[src/sv/mlsch_pkg.sv]
// Shared types and constants for the multilevel SRTF/round-robin scheduler.
package mlsch_pkg;

  parameter int QueueDepthDef = 16;

  localparam logic [11:0] ThresholdReset = 12'd5;
  localparam logic [7:0]  SliceReset     = 8'd2;

  localparam logic OpArrival = 1'b0;
  localparam logic OpTick    = 1'b1;

  localparam logic CfgThreshold = 1'b0;
  localparam logic CfgSlice     = 1'b1;

  localparam logic [1:0] RqIdle  = 2'd0;
  localparam logic [1:0] RqInter = 2'd1;
  localparam logic [1:0] RqBatch = 2'd2;

  typedef struct packed {
    logic [7:0]  id;
    logic [11:0] remaining;
    logic [11:0] executed;
    logic [15:0] wait_cnt;
  } entry_t;

  typedef struct packed {
    logic        operation;
    logic [7:0]  task_id;
    logic [11:0] burst_time;
  } item_t;

  typedef struct packed {
    logic        arrival_rejected;
    logic [1:0]  running_queue;
    logic [7:0]  running_id;
    logic        finished;
    logic [7:0]  finished_id;
    logic [15:0] finished_wait;
    logic [15:0] finished_turnaround;
    logic [31:0] total_turnaround;
    logic [31:0] total_wait;
  } result_t;

  typedef enum logic [2:0] {
    ST_IDLE,
    ST_INS,
    ST_INS0,
    ST_ITICK,
    ST_BWALK,
    ST_SUM
  } state_e;

endpackage

[src/sv/mlsch_queue_mem.sv]
// Task entry memory: one write port, one registered read port.
module mlsch_queue_mem #(
  parameter int DEPTH = mlsch_pkg::QueueDepthDef,
  parameter int AW    = $clog2(DEPTH)
) (
  input  logic                 clk_i,
  input  logic                 we_i,
  input  logic [AW-1:0]        waddr_i,
  input  mlsch_pkg::entry_t    wdata_i,
  input  logic [AW-1:0]        raddr_i,
  output mlsch_pkg::entry_t    rdata_o
);

  mlsch_pkg::entry_t mem [DEPTH];
  mlsch_pkg::entry_t rdata_q;

  always_ff @(posedge clk_i) begin
    if (we_i) begin
      mem[waddr_i] <= wdata_i;
    end
    rdata_q <= mem[raddr_i];
  end

  assign rdata_o = rdata_q;

endmodule

[src/sv/mlsch_entry_unit.sv]
// Shared entry update unit: run one unit or age one wait tick.
module mlsch_entry_unit (
  input  mlsch_pkg::entry_t entry_i,
  input  logic              run_i,
  output mlsch_pkg::entry_t entry_o,
  output logic              ran_o,
  output logic              done_o,
  output logic [15:0]       turnaround_o
);

  logic [16:0] tt_sum;

  always_comb begin
    entry_o = entry_i;
    ran_o   = 1'b0;
    if (run_i) begin
      if (entry_i.remaining != 12'd0) begin
        entry_o.remaining = entry_i.remaining - 12'd1;
        entry_o.executed  = entry_i.executed + 12'd1;
        ran_o             = 1'b1;
      end
    end else if (entry_i.wait_cnt != 16'hFFFF) begin
      entry_o.wait_cnt = entry_i.wait_cnt + 16'd1;
    end
    done_o       = run_i && (entry_o.remaining == 12'd0);
    tt_sum       = 17'(entry_o.executed) + 17'(entry_o.wait_cnt);
    turnaround_o = tt_sum[16] ? 16'hFFFF : tt_sum[15:0];
  end

endmodule

[src/sv/multilevel_srtf_rr_scheduler_core.sv]
// Two-level scheduler top: sorted interactive queue and round-robin batch queue.
// Arrival: an empty or full queue or a batch append goes straight to ST_SUM; a sorted
// insert moves one entry per cycle through the interactive memory port.
// Tick: walks the interactive then the batch queue; each queued entry is run or aged by
// the shared entry unit, one per cycle. done_o pulses one cycle; the receiver cannot stall.
// Reset empties both queues, clears sums and slice, loads register defaults.
module multilevel_srtf_rr_scheduler_core #(
  parameter int QUEUE_DEPTH = mlsch_pkg::QueueDepthDef
) (
  input  logic                clk_i,
  input  logic                rst_ni,
  input  logic                start_i,
  input  mlsch_pkg::item_t    item_i,
  output logic                busy_o,
  output logic                done_o,
  output mlsch_pkg::result_t  result_o,
  input  logic                cfg_we_i,
  input  logic                cfg_idx_i,
  input  logic [11:0]         cfg_data_i
);

  localparam int AW = $clog2(QUEUE_DEPTH);
  localparam int CW = $clog2(QUEUE_DEPTH + 1);
  localparam int TW = CW + 1;

  mlsch_pkg::state_e  state_q, state_d;
  logic [11:0]        thr_q;
  logic [7:0]         slice_cfg_q;
  logic [CW-1:0]      icnt_q, icnt_d, bcnt_q, bcnt_d;
  logic [AW-1:0]      bhead_q, bhead_d;
  logic [7:0]         slice_used_q, slice_used_d;
  logic [31:0]        tsum_q, tsum_d, wsum_q, wsum_d;
  logic [CW-1:0]      idx_q, idx_d, len_q, len_d;
  logic [AW-1:0]      slot_q, slot_d;
  mlsch_pkg::entry_t  task_q, task_d;
  logic               fin_q, fin_d, bserve_q, bserve_d;
  mlsch_pkg::result_t res_q, res_d;
  logic               valid_q, valid_d;

  logic               i_we, b_we;
  logic [AW-1:0]      i_waddr, i_raddr, b_waddr, b_raddr;
  mlsch_pkg::entry_t  i_wdata, b_wdata, i_rdata, b_rdata;

  mlsch_pkg::entry_t  eu_in, eu_out;
  logic               eu_run, eu_ran, eu_done;
  logic [15:0]        eu_tt;

  logic [TW-1:0]      tail_sum;
  logic [AW-1:0]      tail_slot, slot_next, head_next;
  logic [7:0]         slice_new;
  logic               fin_now;

  mlsch_queue_mem #(.DEPTH(QUEUE_DEPTH), .AW(AW)) u_imem (
    .clk_i, .we_i(i_we), .waddr_i(i_waddr), .wdata_i(i_wdata),
    .raddr_i(i_raddr), .rdata_o(i_rdata)
  );

  mlsch_queue_mem #(.DEPTH(QUEUE_DEPTH), .AW(AW)) u_bmem (
    .clk_i, .we_i(b_we), .waddr_i(b_waddr), .wdata_i(b_wdata),
    .raddr_i(b_raddr), .rdata_o(b_rdata)
  );

  mlsch_entry_unit u_eu (
    .entry_i(eu_in), .run_i(eu_run), .entry_o(eu_out),
    .ran_o(eu_ran), .done_o(eu_done), .turnaround_o(eu_tt)
  );

  assign tail_sum  = TW'(bhead_q) + TW'(bcnt_q);
  assign tail_slot = (tail_sum >= TW'(QUEUE_DEPTH)) ? AW'(tail_sum - TW'(QUEUE_DEPTH))
                                                    : AW'(tail_sum);
  assign slot_next = (slot_q == AW'(QUEUE_DEPTH - 1)) ? '0 : slot_q + AW'(1);
  assign head_next = (bhead_q == AW'(QUEUE_DEPTH - 1)) ? '0 : bhead_q + AW'(1);
  assign slice_new = eu_ran ? slice_used_q + 8'd1 : slice_used_q;

  always_ff @(posedge clk_i or negedge rst_ni) begin
    if (!rst_ni) begin
      thr_q       <= mlsch_pkg::ThresholdReset;
      slice_cfg_q <= mlsch_pkg::SliceReset;
    end else if (cfg_we_i) begin
      case (cfg_idx_i)
        mlsch_pkg::CfgThreshold: thr_q       <= cfg_data_i;
        mlsch_pkg::CfgSlice:     slice_cfg_q <= cfg_data_i[7:0];
        default: ;
      endcase
    end
  end

  always_ff @(posedge clk_i or negedge rst_ni) begin
    if (!rst_ni) begin
      state_q      <= mlsch_pkg::ST_IDLE;
      icnt_q       <= '0;
      bcnt_q       <= '0;
      bhead_q      <= '0;
      slice_used_q <= '0;
      tsum_q       <= '0;
      wsum_q       <= '0;
      fin_q        <= 1'b0;
      bserve_q     <= 1'b0;
      valid_q      <= 1'b0;
    end else begin
      state_q      <= state_d;
      icnt_q       <= icnt_d;
      bcnt_q       <= bcnt_d;
      bhead_q      <= bhead_d;
      slice_used_q <= slice_used_d;
      tsum_q       <= tsum_d;
      wsum_q       <= wsum_d;
      fin_q        <= fin_d;
      bserve_q     <= bserve_d;
      valid_q      <= valid_d;
    end
  end

  always_ff @(posedge clk_i) begin
    idx_q  <= idx_d;
    len_q  <= len_d;
    slot_q <= slot_d;
    task_q <= task_d;
    res_q  <= res_d;
  end

  always_comb begin
    state_d      = state_q;
    icnt_d       = icnt_q;
    bcnt_d       = bcnt_q;
    bhead_d      = bhead_q;
    slice_used_d = slice_used_q;
    tsum_d       = tsum_q;
    wsum_d       = wsum_q;
    idx_d        = idx_q;
    len_d        = len_q;
    slot_d       = slot_q;
    task_d       = task_q;
    fin_d        = fin_q;
    bserve_d     = bserve_q;
    res_d        = res_q;
    valid_d      = 1'b0;
    i_we         = 1'b0;
    i_waddr      = '0;
    i_wdata      = task_q;
    i_raddr      = '0;
    b_we         = 1'b0;
    b_waddr      = slot_q;
    b_wdata      = eu_out;
    b_raddr      = slot_next;
    eu_in        = i_rdata;
    eu_run       = 1'b0;
    fin_now      = fin_q;

    case (state_q)
      mlsch_pkg::ST_IDLE: begin
        if (start_i) begin
          res_d  = '0;
          fin_d  = 1'b0;
          task_d = '{id: item_i.task_id, remaining: item_i.burst_time,
                     executed: 12'd0, wait_cnt: 16'd0};
          if (item_i.operation == mlsch_pkg::OpArrival) begin
            state_d = mlsch_pkg::ST_SUM;
            if (item_i.burst_time < thr_q) begin
              if (icnt_q == CW'(QUEUE_DEPTH)) begin
                res_d.arrival_rejected = 1'b1;
              end else if (icnt_q == '0) begin
                i_we    = 1'b1;
                i_waddr = '0;
                i_wdata = task_d;
                icnt_d  = icnt_q + CW'(1);
              end else begin
                i_raddr = AW'(icnt_q - CW'(1));
                idx_d   = icnt_q - CW'(1);
                state_d = mlsch_pkg::ST_INS;
              end
            end else if (bcnt_q == CW'(QUEUE_DEPTH)) begin
              res_d.arrival_rejected = 1'b1;
            end else begin
              b_we    = 1'b1;
              b_waddr = tail_slot;
              b_wdata = task_d;
              bcnt_d  = bcnt_q + CW'(1);
            end
          end else if (icnt_q != '0) begin
            i_raddr             = '0;
            idx_d               = '0;
            len_d               = icnt_q;
            res_d.running_queue = mlsch_pkg::RqInter;
            state_d             = mlsch_pkg::ST_ITICK;
          end else if (bcnt_q != '0) begin
            b_raddr             = bhead_q;
            slot_d              = bhead_q;
            idx_d               = '0;
            len_d               = bcnt_q;
            bserve_d            = 1'b1;
            res_d.running_queue = mlsch_pkg::RqBatch;
            state_d             = mlsch_pkg::ST_BWALK;
          end else begin
            state_d = mlsch_pkg::ST_SUM;
          end
        end
      end

      mlsch_pkg::ST_INS: begin
        i_we    = 1'b1;
        i_waddr = AW'(idx_q + CW'(1));
        if (i_rdata.remaining <= task_q.remaining) begin
          i_wdata = task_q;
          icnt_d  = icnt_q + CW'(1);
          state_d = mlsch_pkg::ST_SUM;
        end else begin
          i_wdata = i_rdata;
          if (idx_q == '0) begin
            state_d = mlsch_pkg::ST_INS0;
          end else begin
            idx_d   = idx_q - CW'(1);
            i_raddr = AW'(idx_q - CW'(1));
          end
        end
      end

      mlsch_pkg::ST_INS0: begin
        i_we    = 1'b1;
        i_waddr = '0;
        i_wdata = task_q;
        icnt_d  = icnt_q + CW'(1);
        state_d = mlsch_pkg::ST_SUM;
      end

      mlsch_pkg::ST_ITICK: begin
        eu_in   = i_rdata;
        eu_run  = (idx_q == '0);
        i_raddr = AW'(idx_q + CW'(1));
        i_wdata = eu_out;
        if (idx_q == '0) begin
          res_d.running_id = i_rdata.id;
          fin_now          = eu_done;
          if (eu_done) begin
            fin_d                     = 1'b1;
            res_d.finished            = 1'b1;
            res_d.finished_id         = eu_out.id;
            res_d.finished_wait       = eu_out.wait_cnt;
            res_d.finished_turnaround = eu_tt;
          end else begin
            i_we    = 1'b1;
            i_waddr = '0;
          end
        end else begin
          i_we    = 1'b1;
          i_waddr = fin_q ? AW'(idx_q - CW'(1)) : AW'(idx_q);
        end
        if (idx_q == len_q - CW'(1)) begin
          if (fin_now) begin
            icnt_d = icnt_q - CW'(1);
          end
          if (bcnt_q != '0) begin
            b_raddr  = bhead_q;
            slot_d   = bhead_q;
            idx_d    = '0;
            len_d    = bcnt_q;
            bserve_d = 1'b0;
            state_d  = mlsch_pkg::ST_BWALK;
          end else begin
            state_d = mlsch_pkg::ST_SUM;
          end
        end else begin
          idx_d = idx_q + CW'(1);
        end
      end

      mlsch_pkg::ST_BWALK: begin
        eu_in  = b_rdata;
        eu_run = bserve_q && (idx_q == '0);
        if (eu_run) begin
          res_d.running_id = b_rdata.id;
          if (eu_done) begin
            fin_d                     = 1'b1;
            res_d.finished            = 1'b1;
            res_d.finished_id         = eu_out.id;
            res_d.finished_wait       = eu_out.wait_cnt;
            res_d.finished_turnaround = eu_tt;
            bhead_d                   = head_next;
            bcnt_d                    = bcnt_q - CW'(1);
            slice_used_d              = '0;
          end else if (slice_new >= slice_cfg_q) begin
            b_we         = 1'b1;
            b_waddr      = tail_slot;
            bhead_d      = head_next;
            slice_used_d = '0;
          end else begin
            b_we         = 1'b1;
            slice_used_d = slice_new;
          end
        end else begin
          b_we = 1'b1;
        end
        if (idx_q == len_q - CW'(1)) begin
          state_d = mlsch_pkg::ST_SUM;
        end else begin
          idx_d  = idx_q + CW'(1);
          slot_d = slot_next;
        end
      end

      mlsch_pkg::ST_SUM: begin
        if (fin_q) begin
          tsum_d = tsum_q + 32'(res_q.finished_turnaround);
          wsum_d = wsum_q + 32'(res_q.finished_wait);
        end
        res_d.total_turnaround = tsum_d;
        res_d.total_wait       = wsum_d;
        valid_d                = 1'b1;
        state_d                = mlsch_pkg::ST_IDLE;
      end

      default: begin
        state_d = mlsch_pkg::ST_IDLE;
      end
    endcase
  end

  assign busy_o   = (state_q != mlsch_pkg::ST_IDLE);
  assign done_o   = valid_q;
  assign result_o = res_q;

endmodule

[config.mk]
export PLATFORM = sky130hd
export DESIGN_NAME = multilevel_srtf_rr_scheduler_core
export DESIGN_NICKNAME = d
export VERILOG_FILES = /design/src/sv/mlsch_pkg.sv /design/src/sv/mlsch_queue_mem.sv /design/src/sv/mlsch_entry_unit.sv /design/src/sv/multilevel_srtf_rr_scheduler_core.sv
export SDC_FILE = /design/constraint.sdc
export NUM_CORES = 2
export LEC_CHECK = 0
export BUFFER_PORTS_ARGS = -buffer_cell sky130_fd_sc_hd__buf_2
export CORE_AREA = 10 10 380 382
export DETAILED_ROUTE_END_ITERATION = 6
export DIE_AREA = 0 0 390 392
export GPL_TIMING_DRIVEN = 0
export PLACE_DENSITY = 0.72
export SLEW_MARGIN = 5
export SYNTH_ARGS = -nofsm -noshare
export SYNTH_HDL_FRONTEND = slang
export SYNTH_SLANG_ARGS = --single-unit
[constraint.sdc]
create_clock -name clk_i -period 25.7 [get_ports clk_i]
set_input_delay 0 -clock clk_i [delete_from_list [all_inputs] [get_ports clk_i]]
set_output_delay 0 -clock clk_i [all_outputs]
set_load 0.02 [all_outputs]
==> metrics <==
top cells by area, synth edfxtp_1, mux2i_1, o211ai_1, dfrtp_1, dfxtp_1; CTS tree yes; slew margin rel. 0.389%; Worst Setup Start Kind flip-flop; PD cells 129 mW/mm²; crit-path max cell delay 0.82 ns; Ys Warns 0; Simple-Gate Fraction of Synth Area 7.96%; number of global-route vias before repair 55300; setup repair bufs after CTS 0; Seq/Total Area, Yosys 67.9%; period utilisation layout 43.5%; hold crit path type in -> reg; DRT iter0 DRCs 8272; EDFF count, synth 1686; f_max 89.5 MHz; Post-Syn Area 0.0815 mm²; synth-to-layout area growth 15.0%; Post-synth ARST share 5.91%; share of the synthesized area in the top cell type 62.1%; CP Launch Point state_q[0]; Max Cap Viol 2; Clock Pin Slew Worst Setup and Hold Paths 0.07 ns; FF-to-FF Start state_q[0]; WP data required 26.23 ns; Yosys cell types 91; most frequent cell after synthesis edfxtp_1; core area 0.137 mm²; die height 392 µm; initial antenna violation count 12; Leakage Power 34.8 nW; DR vias 57500; largest family of logic cells by synthesized area compound AO/OA/AOI/OAI gates; Clock Tree Buf Depth 3; clock buffer count from CTS 185; DRC Markers 4; synthesized-area fraction occupied by adder cells 1.55%; CP arrival 11.71 ns; reg-to-reg endpoint u_bmem.mem[8][10]; number of I/O pins 156; CTS H-tree depth 4; share of layout cells above drive strength 1 11.2%; RSZ-0062 raised after global routing false; Setup Crit Path Kind reg -> reg; clk_lat worst skew 0.84 ns; wire per inst 30.5 µm; vias per inst 6.76; failing checks design-rule violations, max-capacitance violations; Final Skew 0.0317 ns; syn nets 6092; Critical Path Slowest Stage Cell buf_1; gr usage total 33.2%; Min Hold Slack 0.0895 ns; Final Util 68.5%; Post-synth top cells edfxtp_1, mux2i_1, nand2_1, o211ai_1, o21ai_0; Mapped Cells 5956; maximum vdd ir drop 0.0000785 V; Remaining Overflow, GRT 0; nets@finish 6686; most area-hungry cell type in the Yosys netlist edfxtp_1; largest net degree at the start of global routing 79; Final setup viols 0; Slew @ Worst Pin 1.48 ns; Hold Path Stages 3; Starting Density 59.6%; final hold vios 0; Main synth FF type edfxtp_1; mux contribution to synthesized area 6.41%; Worst Path Max Fanout 10; DP Wirelength 184000 µm; status complete, but fails checks; IO Port Bufs 155; HP Start cfg_data_i[4]; Final Non-Filler Cells 8505; R2R setup slack 14.52 ns; Die ar. 0.153 mm²; cell count of the worst reg-to-reg path 31; row count 136; DRT Pass-1 Iters 7; Setup TNS Final 0 ns; CTS root buffer clkbuf_16; gpl congestion 0.997; die width 390 µm; crit end category flip-flop; DP Cell Count 8087; syn_area_per_cell 13.7 µm²; Post-Synth XOR/XNOR Area 1.46%; max-slew violation count 0; hold endpoint slice_cfg_q[4]; Clock Sinks 1894; ANT nets after route 0; first-pass GRT wire length 375000 µm; #FFs+latches synth 1894; post-synthesis compound-gate area fraction 12.4%; post-layout minimum cycle time 11.18 ns; Routed WL 259000 µm
==> where the power goes <==
group | total [W] | leakage, nW | internal, W | switching, W
logic | 0.00468 | 14.1 | 0.00135 | 0.00333
clock network | 0.00279 | 3.02 | 0.00160 | 0.00119
registers | 0.00465 | 17.7 | 0.00439 | 0.000262
total | 0.0121 | 34.8 | 0.00734 | 0.00478
==> cells by family after synthesis <==
family | count (synthesis)
mux | 517
buf+inv | 502
simple gates | 1293
compound gates | 1516
fa+ha+maj | 98
xor+xnor | 136
flops | 1894
==> registers in the layout, indices dropped and copies added, names as in the netlist, 4 cells and up <==
register,flops
bcnt_q,5
idx_q,5
u_imem.mem,768
u_bmem.mem,768
thr_q,12
task_q,20
result_o,116
slot_q,4
icnt_q,5
len_q,5
wsum_q,32
slice_cfg_q,8
u_bmem.rdata_o,48
tsum_q,32
bhead_q,4
slice_used_q,8
u_imem.rdata_o,48
==> through the flow <==
stage	power [W]	cell area [µm²]	setup WS (ns)
2_1_floorplan	0.00724	81500	13.94
3_3_place_gp	0.00897	84500	5.48
3_5_place_dp	0.00920	86800	14.96
4_1_cts	0.0120	93700	14.91
5_1_grt	0.0125	93800	14.23
6_report	0.0121	93800	14.52
==> what timing repair did <==
action | 4_1_cts | 5_1_grt
gates resized for setup | 0 | 0
hold endpoints to repair | 421 | 0
hold buffers | 69 | 0
==> routing by layer <==
metal / vias to the layer above / global-route usage (%) / part of all wire (%)
li1: 24300 / - / -
met1: 28700 / 45.4 / 39
met2: 3932 / 49.6 / 44
met3: 645 / 9.03 / 12
met4: 6 / 15.7 / 5.2
met5: - / 0 / 0.017
==> worst max-delay path, delay by kind of cell (launching register included) <==
kind | cells | cell delay (ns)
XOR/XNOR | 1 | 0.23
flip-flops | 1 | 0.32
multiplexers | 1 | 0.32
AND/OR/NAND/NOR | 9 | 3.52
buffers and inverters | 14 | 5.01
AO/OA/AOI/OAI | 4 | 0.74
adder cells (fa/ha/maj) | 2 | 0.67
==> worst max-delay path by stage <==
stage | endpoint | slack, ns | depth (start not counted)
final | u_bmem.mem[8][10] | 14.52 | 31
after global routing | u_bmem.mem[8][10] | 14.23 | 31
after CTS | u_bmem.mem[8][10] | 14.91 | 31
after detailed placement | u_bmem.mem[8][10] | 14.96 | 31
after global placement | u_bmem.mem[1][13] | 5.48 | 26
after floorplan | u_bmem.mem[5][0] | 13.94 | 26
==> cell type report <==
| cell class | instances | area [µm²] |
|---|---|---|
| Sequential cell | 1894 | 55400 |
| Fill cell | 9447 | 43000 |
| Multi-Input combinational cell | 3560 | 24600 |
| Clock buffer | 254 | 5190 |
| Timing Repair Buffer | 407 | 3390 |
| Tap cell | 1794 | 2240 |
| Buffer | 405 | 1540 |
| Clock inverter | 87 | 1020 |
| Inverter | 97 | 364 |
| Antenna cell | 7 | 17.5 |
==> layout by cell type (no fill, tap or decap), drive strengths merged, types with 9 or more instances in the layout <==
cell	Yosys	layout
o21ai	360	360
nor4	26	26
ha	93	93
and2	35	35
nand2	447	447
buf	69	407
edfxtp	1686	1686
dfxtp	96	96
a211oi	26	26
nor2	201	201
dfrtp	109	109
inv	97	102
a22o	25	25
nor2b	23	23
clkbuf	336	591
or4	61	61
a21oi	128	128
and3	214	214
or3	34	34
dlygate4sd3	0	68
clkinv	0	58
nand4	61	61
o211ai	402	402
o21a	23	23
a21o	230	230
nor4b	9	9
bufinv	0	18
o31ai	14	14
xnor2	79	79
xor2	57	57
nand3	84	84
mux2i	477	477
nor3	47	47
o22ai	199	199
mux2	40	40
nand2b	16	16
a31oi	13	13
No activity file was read; power rests on OpenSTA's default activity.
